<file path="src/hw/rtl/zmr_pkg.sv">
// shared types and constants for the random opcode unit
`default_nettype none

package zmr_pkg;

  // generator constants
  localparam logic [31:0] LcgMult = 32'h015A_4E35;
  localparam logic [31:0] LcgInc  = 32'd1;

  // field widths
  localparam int OpW   = 16;
  localparam int SeedW = 32;
  localparam int ValW  = 15;
  localparam int CntW  = 10;

  // reseed values below this select the counting mode
  localparam logic [OpW:0] SpecialLimit = 17'd1000;

  // one quotient bit per divider step
  localparam int DivSteps = ValW;
  localparam int StepW    = $clog2(DivSteps);

  // sequencer states
  typedef enum logic [2:0] {
    ST_IDLE,
    ST_MUL,
    ST_LOADX,
    ST_DIV,
    ST_DONE
  } state_t;

endpackage

`default_nettype wire

</file>
<file path="src/hw/rtl/zmr_moddiv.sv">
// iterative restoring modulo unit, one bit per cycle
`default_nettype none

module zmr_moddiv
  import zmr_pkg::*;
(
  input  wire logic            clk,
  input  wire logic            rst,
  input  wire logic            start,
  input  wire logic [ValW-1:0] dividend,
  input  wire logic [ValW-1:0] divisor,
  output logic                 done,
  output logic [ValW-1:0]      remainder
);

  logic [ValW-1:0]  rem;
  logic [ValW-1:0]  dvd;
  logic [ValW-1:0]  dsr;
  logic [StepW-1:0] cnt;
  logic             busy;
  logic [ValW:0]    trial;
  logic [ValW:0]    diff;
  logic             fits;

  // shift in the next dividend bit and try the subtraction
  always_comb begin
    trial = {rem, dvd[ValW-1]};
    diff  = trial - {1'b0, dsr};
    fits  = trial >= {1'b0, dsr};
  end

  // control
  always_ff @(posedge clk) begin
    if (rst) begin
      busy <= 1'b0;
      done <= 1'b0;
      cnt  <= '0;
    end else begin
      done <= 1'b0;
      if (start) begin
        busy <= 1'b1;
        cnt  <= StepW'(DivSteps - 1);
      end else if (busy) begin
        cnt <= cnt - 1'b1;
        if (cnt == '0) begin
          busy <= 1'b0;
          done <= 1'b1;
        end
      end
    end
  end

  // datapath
  always_ff @(posedge clk) begin
    if (start) begin
      rem <= '0;
      dvd <= dividend;
      dsr <= divisor;
    end else if (busy) begin
      rem <= fits ? diff[ValW-1:0] : trial[ValW-1:0];
      dvd <= {dvd[ValW-2:0], 1'b0};
    end
  end

  assign remainder = rem;

endmodule

`default_nettype wire

</file>
<file path="src/hw/rtl/zmachine_random_unit.sv">
// random opcode unit: lcg or counter source, reseeding and modulo sequencer
//
//   channel  | signals                              | direction
//   ---------+--------------------------------------+----------
//   item     | item_valid/item_ready, operand,      | in
//            | host_seed                            |
//   result   | result_valid/result_ready,           | out
//            | stored_value                         |
//
// a reseed (zero or negative operand) passes from the transfer to the done state,
// then to the output register. a positive operand in lcg mode passes the multiply,
// the pick of the seed bits, the 15 steps of the modulo unit, the take of the
// remainder and the load of the output register; counting mode skips the first two.
// one item is in flight at a time; item_ready is high only while idle.
// a stalled result holds in the output register while the next item is taken.
// reset is synchronous: seed 1, standard mode, counter zero, no result pending.
`default_nettype none

module zmachine_random_unit
  import zmr_pkg::*;
(
  input  wire logic                    clk,
  input  wire logic                    rst,
  input  wire logic                    item_valid,
  output logic                         item_ready,
  input  wire logic signed [OpW-1:0]   operand,
  input  wire logic        [SeedW-1:0] host_seed,
  output logic                         result_valid,
  input  wire logic                    result_ready,
  output logic             [ValW-1:0]  stored_value
);

  state_t state;
  state_t state_next;

  logic [SeedW-1:0] lcg_seed;
  logic [CntW-1:0]  cycle_interval;
  logic [CntW-1:0]  cycle_count;
  logic [CntW-1:0]  count_step;

  logic [ValW-1:0]  range;
  logic [ValW-1:0]  res;

  logic             item_xfer;
  logic             op_zero;
  logic             op_neg;
  logic [OpW:0]     neg_val;
  logic             slot_free;

  logic             div_start;
  logic [ValW-1:0]  div_dividend;
  logic             div_done;
  logic [ValW-1:0]  div_rem;

  // input decode
  always_comb begin
    item_xfer  = item_valid && item_ready;
    op_zero    = operand == '0;
    op_neg     = operand[OpW-1];
    neg_val    = (OpW+1)'(17'h1_0000 - {1'b0, operand});
    slot_free  = !result_valid || result_ready;
    count_step = cycle_count + 1'b1;
  end

  // next state
  always_comb begin
    state_next = state;
    case (state)
      ST_IDLE: begin
        if (item_xfer) begin
          if (op_zero || op_neg)       state_next = ST_DONE;
          else if (cycle_interval != '0) state_next = ST_DIV;
          else                         state_next = ST_MUL;
        end
      end
      ST_MUL:   state_next = ST_LOADX;
      ST_LOADX: state_next = ST_DIV;
      ST_DIV:   if (div_done) state_next = ST_DONE;
      ST_DONE:  if (slot_free) state_next = ST_IDLE;
      default:  state_next = ST_IDLE;
    endcase
  end

  // sequencer outputs
  always_comb begin
    item_ready   = 1'b0;
    div_start    = 1'b0;
    div_dividend = '0;
    case (state)
      ST_IDLE: begin
        item_ready   = 1'b1;
        div_start    = item_valid && !op_zero && !op_neg && (cycle_interval != '0);
        div_dividend = {{(ValW-CntW){1'b0}}, cycle_count};
      end
      ST_LOADX: begin
        div_start    = 1'b1;
        div_dividend = lcg_seed[30:16];
      end
      default: begin
        item_ready = 1'b0;
      end
    endcase
  end

  // generator state and reseeding
  always_ff @(posedge clk) begin
    if (rst) begin
      state          <= ST_IDLE;
      lcg_seed       <= 32'd1;
      cycle_interval <= '0;
      cycle_count    <= '0;
    end else begin
      state <= state_next;
      if (item_xfer) begin
        if (op_zero) begin
          lcg_seed       <= host_seed;
          cycle_interval <= '0;
        end else if (op_neg && neg_val < SpecialLimit) begin
          cycle_count    <= '0;
          cycle_interval <= neg_val[CntW-1:0];
        end else if (op_neg) begin
          lcg_seed       <= SeedW'(neg_val);
          cycle_interval <= '0;
        end else if (cycle_interval != '0) begin
          cycle_count <= (count_step >= cycle_interval) ? '0 : count_step;
        end
      end
      if (state == ST_MUL) begin
        lcg_seed <= lcg_seed * LcgMult + LcgInc;
      end
    end
  end

  // range and pending result
  always_ff @(posedge clk) begin
    if (item_xfer) begin
      range <= operand[ValW-1:0];
      res   <= '0;
    end else if (div_done) begin
      res <= div_rem + 1'b1;
    end
  end

  // output register
  always_ff @(posedge clk) begin
    if (rst) begin
      result_valid <= 1'b0;
    end else if (state == ST_DONE && slot_free) begin
      result_valid <= 1'b1;
    end else if (result_ready) begin
      result_valid <= 1'b0;
    end
  end

  always_ff @(posedge clk) begin
    if (state == ST_DONE && slot_free) begin
      stored_value <= res;
    end
  end

  // shared modulo unit; the range comes straight from the port in counting mode
  zmr_moddiv u_moddiv (
    .clk       (clk),
    .rst       (rst),
    .start     (div_start),
    .dividend  (div_dividend),
    .divisor   (state == ST_IDLE ? operand[ValW-1:0] : range),
    .done      (div_done),
    .remainder (div_rem)
  );

endmodule

`default_nettype wire

</file>
<file path="config.mk">
export PLATFORM = sky130hd
export DESIGN_NAME = zmachine_random_unit
export DESIGN_NICKNAME = d
export VERILOG_FILES = /design/src/hw/rtl/zmr_pkg.sv /design/src/hw/rtl/zmr_moddiv.sv /design/src/hw/rtl/zmachine_random_unit.sv
export SDC_FILE = /design/constraint.sdc
export NUM_CORES = 1
export LEC_CHECK = 0
export BUFFER_PORTS_ARGS = -buffer_cell sky130_fd_sc_hd__clkbuf_2
export CORE_AREA = 10 10 276 146
export CTS_CLUSTER_SIZE = 20
export DETAILED_ROUTE_END_ITERATION = 6
export DIE_AREA = 0 0 286 156
export PLACE_DENSITY_LB_ADDON = 0.1
export SETUP_SLACK_MARGIN = 0.5
export SYNTH_ARGS = -nofsm -noshare
export SYNTH_HDL_FRONTEND = slang
export SYNTH_SLANG_ARGS = --single-unit
export TNS_END_PERCENT = 30
</file>
<file path="constraint.sdc">
create_clock -name clk -period 8.8 [get_ports clk]
set_input_delay 1.32 -clock clk [delete_from_list [all_inputs] [get_ports clk]]
set_output_delay 1.32 -clock clk [all_outputs]
set_load 0.01 [all_outputs]
</file>
; Yosys cells after proc, flatten, opt, wreduce, memory -nomap -nowiden
; Index checks and enable logic that the tools add are counted.
[classes]
n_mux = 33
reduce_logical = 27
n_lt_le_gt_ge = 3
bitwise_logic = 2
multipliers = 1
eq_ne = 9
add_sub_neg = 6
[ops]
columns = cell, n
row1 = 2-to-1 mux 32 bit, 5
row2 = 2-to-1 mux 10 bit, 7
row3 = 2-to-1 mux 15 bit, 4
row4 = adder 32 x 1 -> 32 bit (second input constant), 1
row5 = multiplier 32 x 25 -> 32 bit (second input constant), 1
row6 = one-hot mux 15 bit (2 select lines), 1
row7 = < comparator 17 x 10 -> 1 bit (second input constant), 1
row8 = subtractor 17 x 16 -> 17 bit (first input constant), 1
row9 = greater-or-equal comparator 16 x 15 -> 1 bit, 1
row10 = zero test 16 bit, 1
row11 = adder 15 x 1 -> 15 bit (second input constant), 1
row12 = one-hot mux 3 bit (5 select lines), 1
row13 = subtractor 15 bit, 1
row14 = 2-to-1 mux 3 bit, 4
row15 = adder 10 x 1 -> 10 bit (second input constant), 1
row16 = greater-or-equal comparator 10 bit, 1
row17 = nonzero test 10 bit, 1
row18 = 2-to-1 mux 4 bit, 2
row19 = nonzero test 2 bit, 4
row20 = 2-to-1 mux 1 bit, 7
row21 = == test 3 x 2 -> 1 bit (second input constant), 2
row22 = logical AND 1 bit, 6
row23 = AND reduction 3 bit, 2
row24 = nonzero test 3 bit, 2
row25 = other kinds (17), 23
[word_totals]
register_bits = 152
in_bits = 52
out_inout_bits = 17
elab_cells = 96

; Logic depth before layout (Yosys ltp)
; Gate-level depths: netlist of run 1.
[depth]
word_depth = 7
mapped_depth = 21
depth_no_buf = 21

; Modules after synthesis
; Synthesis of run 1 repeated with hierarchy kept, for this count alone.
[hier_totals]
cells_unflattened = 1651
hier_area_um2 = 15790.1
[modules_own_cells]
columns = mod, area_each_um2, cells_each, seq_area_each_um2, instances
row1 = zmachine_random_unit, 12974.9, 1366, 2302.2, 1
row2 = zmr_moddiv, 2815.2, 285, 1321.3, 1

; Worst setup path before layout of run 1
; OpenSTA, ideal clock, no wires.
[synth_timing]
path_kind = register -> register
startpoint = register lcg_seed[13]
endpoint = register lcg_seed[27]
required_ns = 8.714
arrival_ns = 5.811
setup_ns = 0.086
synth_period_minus_slack_ns = 5.897
path_slack_ns = 2.903
path_stages_with_launch = 21
n_path_buf = 0
cell_sequence = dfxtp_1 ha_1 fa_1 inv_1 fa_1 fa_1 fa_1 inv_1 fa_1 inv_1 fa_1 inv_1 ha_1 a21o_1 a21o_1 a2111oi_0 o311ai_0 a31oi_1 o21bai_1 xnor2_1 a211oi_1
[synth_between]
elab_chain_cells = 3
[synth_rtl]
columns = item, line
row1 = from (decl), zmachine_random_unit.sv:36  ; logic [SeedW-1:0] lcg_seed;
row2 = from (signal assigned), zmachine_random_unit.sv:116  ; lcg_seed <= host_seed;
row3 = from (signal assigned), zmachine_random_unit.sv:122  ; lcg_seed <= SeedW'(neg_val);
row4 = from (signal assigned), zmachine_random_unit.sv:129  ; lcg_seed <= lcg_seed * LcgMult + LcgInc;
row5 = multiplier 32 x 25 -> 32 bit, zmachine_random_unit.sv:129
row6 = adder 32 x 1 -> 32 bit, zmachine_random_unit.sv:129
row7 = 2-to-1 mux 32 bit, zmachine_random_unit.sv:128  ; if (state == ST_MUL) begin
; Every way passes these cells.
; A chain may end at the register's enable or synchronous reset.

; Final worst setup path of run 1
[layout_timing]
startpoint = register lcg_seed[8]
endpoint = register lcg_seed[24]
; Same word-level chain as after synthesis.

==> flow_metrics.env, run 1 <==
export IMPL_drv_cap=0
export IMPL_slew_viol_final=0
export IMPL_crit_arrival_ps=7440
export IMPL_diodes=0
export IMPL_htreeDepth=4
export IMPL_antenna_found_initial=0
export IMPL_cp_end_kind="flop"
export IMPL_start_kind="flop"
export IMPL_avgSynthCellArea_um2=9.58
export IMPL_synth_cell_type_count=77
export IMPL_root_buffer="clkbuf_16"
export IMPL_critPathKind="flop to flop"
export IMPL_io_pins=69
export IMPL_skew_ps=18.0
export IMPL_netlist_top_cells_area="fa_1, ha_1, dfxtp_1, edfxtp_1, inv_1"
export IMPL_coreArea_mm2=0.0354
export IMPL_ys_warn_count=0
export IMPL_initial_core_util_pct=44.4
export IMPL_clock_path_buffers=2
export IMPL_syn_inst=1642
export IMPL_rows=49
export IMPL_synth_top_area_share_pct=19.0
export IMPL_async_flop_share_pct=0
export IMPL_netlist_area_mm2=0.0157
export IMPL_max_slew_margin_pct=29.1
export IMPL_vias=11943
export IMPL_dp_cells=2167
export IMPL_post_drt_via_cell_ratio=5.43
export IMPL_hp_class="flop to flop"
export IMPL_drive_gt1_share_pct=9.50
export IMPL_status="complete, no violations"
export IMPL_cts_hold_buf=0
export IMPL_cp_max_fo=12
export IMPL_clock_sinks=151
export IMPL_nNetsFinal=2110
export IMPL_numCtsBuffers=17
export IMPL_setup_viol_count_final=0
export IMPL_slowest_delay_ps=940
export IMPL_synthFlopType="dfxtp_1"
export IMPL_portBuffers=67
export IMPL_hpwlAfterDp_mm=41.5
export IMPL_grt_max_degree=51
export IMPL_cts_tree="yes"
export IMPL_synth_fp_nets=2050
export IMPL_clk_pin_slew_worst_paths_ps=70
export IMPL_dieArea_mm2=0.0446
export IMPL_wire_per_inst_um=22.5
export IMPL_finalWirelength_mm=49.4
export IMPL_min_period_ps=7120
export IMPL_setup_tns_ps=0
export IMPL_grtUsageTotal_pct=22.5
export IMPL_first_global_vias=11881
export IMPL_grt_pass1_wl_mm=75.3
export IMPL_drt_iter0_drc=1101
export IMPL_yosysTopAreaCell="fa_1"
export IMPL_finalHoldViolCount=0
export IMPL_die_h_um=156
export IMPL_path_cells="ha_1, xor2_1, ha_1, fa_1, ha_1, ha_1, fa_1, inv_1, fa_1, inv_1, ha_1, and3_1, nand4bb_1, o21ai_0, nand3_1, a21oi_1, a41oi_1, xor2_1, o22ai_1"
export IMPL_post_synth_top_count_cell="inv_1"
export IMPL_remaining_drc_errors=0
export IMPL_dr_pass1_iters=5
export IMPL_whs_ps=436
export IMPL_ctsResizeCount=0
export IMPL_clk_latency_ps=430
export IMPL_gp_congestion=1.01
export IMPL_rsz0062_at_grt="no"
export IMPL_grt_overflow=0
export IMPL_worstMarginPinSlew_ps=1060
export IMPL_cp_common_cell="ha_1"
export IMPL_nFillCells=3435
export IMPL_ys_seq_elements=151
export IMPL_seq_area_frac_synth_pct=23.0
export IMPL_synth_edf_count=60
export IMPL_die_w_um=286
export IMPL_min_period_over_period_pct=81.0
export IMPL_synth_commonest_cells="inv_1, ha_1, fa_1, dfxtp_1, nor2_1"
export IMPL_cts_setup_buffers=0
export IMPL_drtAntennaViolNets=0
export IMPL_slowest_stage="dfxtp_1"
export IMPL_fmax_ghz=0.140
export IMPL_stdcell_count=2199
export IMPL_worstPathRequired_ps=9110
export IMPL_syn_to_final_growth_pct=9.51
export IMPL_final_util_pct=48.6
critical path: cells and delay by family (launching register included):
family / cells / cell delay (ps)
compound gates: 4 / 1270
xor+xnor: 2 / 590
fa+ha+maj: 8 / 3320
buf+inv: 2 / 130
flops: 1 / 940
simple gates: 3 / 740
final timing paths:
kind                                          startpoint                         to  slack, ps  cells past startpoint
worst max-delay path            lcg_seed[8]$_SDFFE_PP0P_  lcg_seed[24]$_SDFFE_PP0P_       1680                     19
worst min-delay path                 res[7]$_SDFFE_PP0P_  stored_value[7]$_DFFE_PP_        440                      0
worst max register to register  lcg_seed[8]$_SDFFE_PP0P_  lcg_seed[24]$_SDFFE_PP0P_       1680                     19
worst min register to register       res[7]$_SDFFE_PP0P_  stored_value[7]$_DFFE_PP_        440                      0
per-layer routing:
metal | track usage, % | up-vias | routed length [um]
met5 | 2.50 | - | 152
met4 | 2.87 | 2 | 284
li1 | - | 5691 | -
met1 | 36.6 | 5787 | 26500
met2 | 25.6 | 441 | 16200
met3 | 9.68 | 22 | 6270
flip-flops by register name (all words and copies together), names as in the netlist, 4 cells and up:
signal	count
res	15
cycle_interval	10
range	15
u_moddiv.cnt	4
lcg_seed	31
stored_value	15
u_moddiv.dsr	15
u_moddiv.remainder	15
u_moddiv.dvd	15
cycle_count	10
kinds of logic after synthesis:
family	share of synthesized area, %
AOI/OAI and AO/OA	13.2
xor gates and xnor gates	6.91
adders and majority gates	35.4
buffers and inverters	8.43
DFF	23.0
muxes	2.28
and+or+nand+nor	10.7
layout by cell type, fill, tap and decap left out, types with 10 or more instances in the layout:
cell type  netlist  final
a211oi_1        44     44
a21o_1          24     24
a21oi_1         80     80
a31oi_1         11     10
and3_1          31     31
buf_4            4     23
clkbuf_16        0     18
clkbuf_2         0     67
dfxtp_1         91     91
edfxtp_1        60     60
fa_1           149    149
ha_1           207    207
inv_1          297    298
mux2_2          15     15
mux2i_1         19     19
nand2_1         80     80
nand2b_1        11     11
nand3_1         22     22
nand3b_1        10     10
nor2_1          91     91
nor3_1          24     24
o21ai_0         44     43
xnor2_1         70     70
xor2_1          54     54
layout make-up:
cell class	count	area [um^2]	share of cell area, %
tap	484	606	3.52
timing repair buffer	90	508	2.95
clock inverter	12	85.1	0.494
multi-input combinational	1144	10800	62.7
inverter	298	1120	6.50
clock buffer	20	478	2.78
sequential	151	3620	21.0
stage by stage:
step / cell area (um^2) / worst slack [ps]
3_3_place_gp: 16700 / 2000
2_1_floorplan: 15700 / 2900
4_1_cts: 17200 / 1910
5_1_grt: 17200 / 1520
6_report: 17200 / 1680
3_5_place_dp: 16700 / 1990
Power of run 1 is left out: the tool's default activity adds up to more than one toggle a clock period on the data nets, which glitch-free logic cannot reach.
==> run 2, diff against run 1 <==
- ABC_AREA: default -> 1
- CORE_AREA: 10 10 276 146 -> 10 10 284 150
- DIE_AREA: 0 0 286 156 -> 0 0 294 160
- clock period: 8.8 -> 5.96 ns (I/O delays scaled with it)
==> flow_metrics.env, run 2 <==
export IMPL_synth_edf_count=60
export IMPL_clock_sinks=151
export IMPL_largest_register_ffs=31
export IMPL_worstMarginPinSlew_ps=1060
export IMPL_min_period_over_period_pct=96.2
export IMPL_cp_end_kind="flop"
export IMPL_ys_seq_elements=151
export IMPL_synth_cell_type_count=50
export IMPL_drv_cap=0
export IMPL_cts_tree="yes"
export IMPL_seq_area_frac_synth_pct=21.7
export IMPL_remaining_drc_errors=0
export IMPL_finalHoldViolCount=0
export IMPL_drive_gt1_share_pct=22.8
export IMPL_slowest_delay_ps=570
export IMPL_root_buffer="clkbuf_16"
export IMPL_worstPathRequired_ps=6260
export IMPL_dieArea_mm2=0.0470
export IMPL_final_cell_area_mm2=0.0208
export IMPL_vias=15263
export IMPL_numCtsBuffers=17
export IMPL_grtUsageTotal_pct=26.6
export IMPL_startpoint="lcg_seed[14]$_SDFFE_PP0P_"
export IMPL_clk_latency_ps=450
export IMPL_antenna_found_initial=0
export IMPL_finalWirelength_mm=62.5
export IMPL_cp_max_fo=4
export IMPL_hp_class="flop to flop"
export IMPL_htreeDepth=4
export IMPL_drt_iter0_drc=1744
export IMPL_path_cells="ha_4, fa_1, inv_1, fa_1, fa_2, inv_1, fa_1, fa_1, inv_1, fa_2, inv_2, ha_4, nand2_2, nor2_2, inv_1, nor2_2, nand4_1, nand3_2, a21oi_1, o21ai_1, nand2_1, nand2_1, a21oi_1"
export IMPL_nFillCells=3595
export IMPL_skew_ps=15.4
export IMPL_hpwlAfterDp_mm=52.2
export IMPL_rsz0062_at_grt="yes"
export IMPL_diodes=0
export IMPL_synth_top_area_share_pct=17.9
export IMPL_grt_max_degree=38
export IMPL_reg2reg_from="lcg_seed[14]$_SDFFE_PP0P_"
export IMPL_clk_pin_slew_worst_paths_ps=80
export IMPL_yosysTopAreaCell="fa_1"
export IMPL_rows=51
export IMPL_initial_core_util_pct=43.9
export IMPL_async_flop_share_pct=0
export IMPL_placed_area_mm2=0.0188
export IMPL_critPathKind="flop to flop"
export IMPL_max_slew_margin_pct=29.0
export IMPL_grt_overflow=0
export IMPL_wire_per_inst_um=21.7
export IMPL_slowest_stage="fa_2"
export IMPL_status="complete, no violations"
export IMPL_portBuffers=67
export IMPL_start_kind="flop"
export IMPL_largest_register="lcg_seed"
export IMPL_synth_fp_nets=2535
export IMPL_hold_start="res[13]$_SDFFE_PP0P_"
export IMPL_min_period_ps=5730
export IMPL_io_pins=69
export IMPL_post_synth_top_count_cell="inv_1"
export IMPL_drtAntennaViolNets=0
export IMPL_netlist_area_mm2=0.0167
export IMPL_slew_viol_final=0
export IMPL_setup_slack_ps=226
export IMPL_nNetsFinal=2771
export IMPL_die_w_um=294
export IMPL_netlist_top_cells_area="fa_1, ha_1, dfxtp_1, edfxtp_1, inv_1"
export IMPL_syn_inst=2127
export IMPL_pre_cts_ws_ps=-168
export IMPL_first_global_vias=14613
export IMPL_ys_warn_count=0
export IMPL_gp_congestion=1.02
export IMPL_syn_to_final_growth_pct=24.9
export IMPL_dr_pass1_iters=5
export IMPL_grt_pass1_wl_mm=94.0
export IMPL_synth_commonest_cells="inv_1, nand2_1, ha_1, fa_1, nor2_1"
export IMPL_clock_path_buffers=2
export IMPL_post_drt_via_cell_ratio=5.30
export IMPL_fmax_ghz=0.174
export IMPL_synthFlopType="dfxtp_1"
export IMPL_final_util_pct=54.8
export IMPL_crit_arrival_ps=6040
export IMPL_setup_viol_count_final=0
export IMPL_die_h_um=160
export IMPL_coreArea_mm2=0.0380
export IMPL_layout_common_cells="inv_1, nand2_1, buf_4"
export IMPL_layout_commonest_cell="inv_1"
export IMPL_avgSynthCellArea_um2=7.84
run 2: cell types whose count changed after synthesis, moves of 35 or more:
cell,delta
nand2_1,+328
nand3_1,+99
inv_1,+158
nor2_1,+46
a211oi_1,-35
xnor2_1,-47
o21ai_0,+67
run 2: cell type report:
type / instances / area (um^2) / share of cell area (%)
inverters: 467 / 1760 / 8.47
repair buffers: 257 / 1830 / 8.78
clock inverters: 15 / 191 / 0.920
clock buffers: 17 / 425 / 2.04
multi-input cells: 1469 / 12300 / 59.0
flip-flops and latches: 151 / 3690 / 17.7
well taps: 503 / 629 / 3.02
run 2: critical path, delay by kind of cell, from the launching register on:
kind	cells	cell delay, ps
AO/OA/AOI/OAI	3	270
adder cells (fa/ha/maj)	8	3600
buffers and inverters	5	310
flip-flops	1	380
AND/OR/NAND/NOR	7	1010
run 2: final timing paths:
path | slack, ps | to | depth (start not counted)
worst max-delay path | 230 | lcg_seed[24]$_SDFFE_PP0P_ | 23
worst max register to register | 230 | lcg_seed[24]$_SDFFE_PP0P_ | 23
worst min-delay path | 430 | stored_value[13]$_DFFE_PP_ | 0
worst min register to register | 430 | stored_value[13]$_DFFE_PP_ | 0
run 2: cell families after synthesis:
family          count (synthesis)  share of synthesized area, %
simple gates                  740                          19.0
buf+inv                       507                          11.7
fa+ha+maj                     356                          33.4
compound gates                296                          10.1
flops                         151                          21.7
xor+xnor                       77                          4.05
run 2: through the flow:
stage / instances / setup TNS, ps / hold slack, ps
after floorplan: 2127 / 0 / 403
after global placement: 2837 / -755 / 408
after detailed placement: 2837 / -654 / 410
after CTS: 2876 / 0 / 432
after global routing: 2879 / 0 / 447
final: 2879 / 0 / 432
run 2: per-layer routing:
layer,vias to the layer above,routed length (um),track usage (%)
met5,-,104,0
met3,29,7990,10.3
met2,613,20400,29.7
met4,2,351,2.88
met1,7387,33700,44.9
li1,7232,-,-
run 2: repair_timing:
item / 4_1_cts / 5_1_grt
pin swaps: 81 / 64
endpoints found under the setup margin: 19 / 22
hold buffers: 0 / 0
resized for setup: 201 / 102
buffers inserted: 7 / 3
Power of run 2 is left out for the same reason.
==> run 3, diff against run 2 <==
- GPL_TIMING_DRIVEN: default -> 0
==> flow_metrics.env, run 3 (synthesis results as in run 2) <==
export IMPL_rsz0062_at_grt="yes"
export IMPL_slew_viol_final=0
export IMPL_nFillCells=3635
export IMPL_cts_hold_buf=0
export IMPL_finalHoldViolCount=0
export IMPL_syn_to_final_growth_pct=19.7
export IMPL_cts_tree="yes"
export IMPL_wire_per_inst_um=22.3
export IMPL_initial_core_util_pct=43.9
export IMPL_min_delay_path_depth=0
export IMPL_stdcell_count=2789
export IMPL_finalWirelength_mm=62.3
export IMPL_nNetsFinal=2680
export IMPL_r2r_slack_ps=200
export IMPL_hp_class="flop to flop"
export IMPL_numCtsBuffers=17
export IMPL_skew_ps=16.1
export IMPL_post_drt_via_cell_ratio=5.39
export IMPL_setup_viol_count_final=0
export IMPL_drt_iter0_drc=1715
export IMPL_crit_buf_inv=3
export IMPL_critPathKind="flop to flop"
export IMPL_final_util_pct=52.5
export IMPL_drtAntennaViolNets=0
export IMPL_slowest_stage="fa_2"
export IMPL_largest_register_ffs=31
export IMPL_drv_cap=0
export IMPL_first_global_vias=14258
export IMPL_start_kind="flop"
export IMPL_status="complete, no violations"
export IMPL_portBuffers=66
export IMPL_grtUsageTotal_pct=26.3
export IMPL_reg2reg_from="lcg_seed[5]$_SDFFE_PP0P_"
export IMPL_remaining_drc_errors=0
export IMPL_die_h_um=160
export IMPL_layout_common_cells="inv_1, nand2_1, ha_1"
export IMPL_grt_pass1_wl_mm=92.2
export IMPL_drive_gt1_share_pct=17.6
export IMPL_min_period_over_period_pct=96.7
export IMPL_hpwlAfterDp_mm=51.0
export IMPL_io_pins=69
export IMPL_dr_pass1_iters=6
export IMPL_clock_sinks=151
export IMPL_root_buffer="clkbuf_16"
export IMPL_critical_path_cell_count=22
export IMPL_crit_arrival_ps=6110
export IMPL_clk_pin_slew_worst_paths_ps=80
export IMPL_max_slew_margin_pct=16.3
export IMPL_dieArea_mm2=0.0470
export IMPL_path_cells="buf_4, ha_4, ha_1, or2_4, fa_2, fa_1, fa_1, fa_1, inv_1, fa_1, inv_1, ha_4, nand2_8, nor3_4, a21oi_2, nand2_2, a21oi_2, nand3_1, nand3_1, nand2_2, nand2_1, a21oi_1"
export IMPL_slowest_delay_ps=610
export IMPL_grt_max_degree=25
export IMPL_cp_common_cell="fa_1"
export IMPL_multi_input_area_mm2=0.0122
export IMPL_gp_congestion=0.983
export IMPL_clk_latency_ps=440
export IMPL_startpoint="lcg_seed[5]$_SDFFE_PP0P_"
export IMPL_worst_r2r_cell_count=22
export IMPL_grt_overflow=0
export IMPL_whs_ps=432
export IMPL_hold_start="res[2]$_SDFFE_PP0P_"
export IMPL_vias=15038
export IMPL_antenna_found_initial=1
export IMPL_coreArea_mm2=0.0380
export IMPL_cp_end_kind="flop"
export IMPL_worstMarginPinSlew_ps=1250
export IMPL_largest_register="lcg_seed"
export IMPL_clock_path_buffers=2
export IMPL_regArea_mm2=0.00372
export IMPL_die_w_um=294
export IMPL_layout_commonest_cell="inv_1"
export IMPL_rows=51
export IMPL_min_period_ps=5760
export IMPL_dp_cells=2696
export IMPL_htreeDepth=4
export IMPL_cp_max_fo=7
export IMPL_fmax_ghz=0.173
export IMPL_worstPathRequired_ps=6310
export IMPL_critPathTopFamily="adder cells"
run 3: cell count changes in the layout (fill, tap and decap cells not counted), moves of 9 or more:
cell / previous run / this run
clkbuf_1: 0 / 21
buf_2: 0 / 10
buf_4: 178 / 58
dfxtp_4: 16 / 25
run 3: repair_timing:
action / CTS / global route
pin swaps: 74 / 34
buffers inserted: 47 / 13
endpoints found under the setup margin: 19 / 19
gates cloned: 0 / 0
resized for setup: 232 / 64
run 3: routing by layer:
layer / global-route usage [%] / vias up / share of wire, %
li1: - / 7052 / -
met1: 44.8 / 7265 / 53
met2: 29.8 / 699 / 33
met3: 9.49 / 20 / 14
met4: 2.27 / 2 / 0.50
met5: 0 / - / 0.22
run 3: worst paths after layout:
path | end
worst max-delay path | lcg_seed[29]$_SDFFE_PP0P_
worst min-delay path | stored_value[2]$_DFFE_PP_
worst max register to register | lcg_seed[29]$_SDFFE_PP0P_
worst min register to register | stored_value[2]$_DFFE_PP_
run 3: layout make-up:
cell class / count / share of cell area (%)
Antenna cell: 1 / 0.0125
Buffer: 40 / 1.01
Tap cell: 503 / 3.16
Sequential cell: 151 / 18.6
Clock buffer: 17 / 2.13
Clock inverter: 15 / 0.985
Inverter: 467 / 8.85
Multi-Input combinational cell: 1469 / 61.2
Timing Repair Buffer: 126 / 4.00
run 3: metrics by stage:
stage / cell area [um^2] / setup TNS [ps] / setup slack [ps]
after global routing: 19900 / 0 / 77.1
after floorplan: 16700 / 0 / 524
after detailed placement: 17600 / -9950 / -1120
after CTS: 19600 / 0 / 324
after global placement: 17600 / -10550 / -1190
final: 19900 / 0 / 196
Power of run 3 is left out for the same reason.
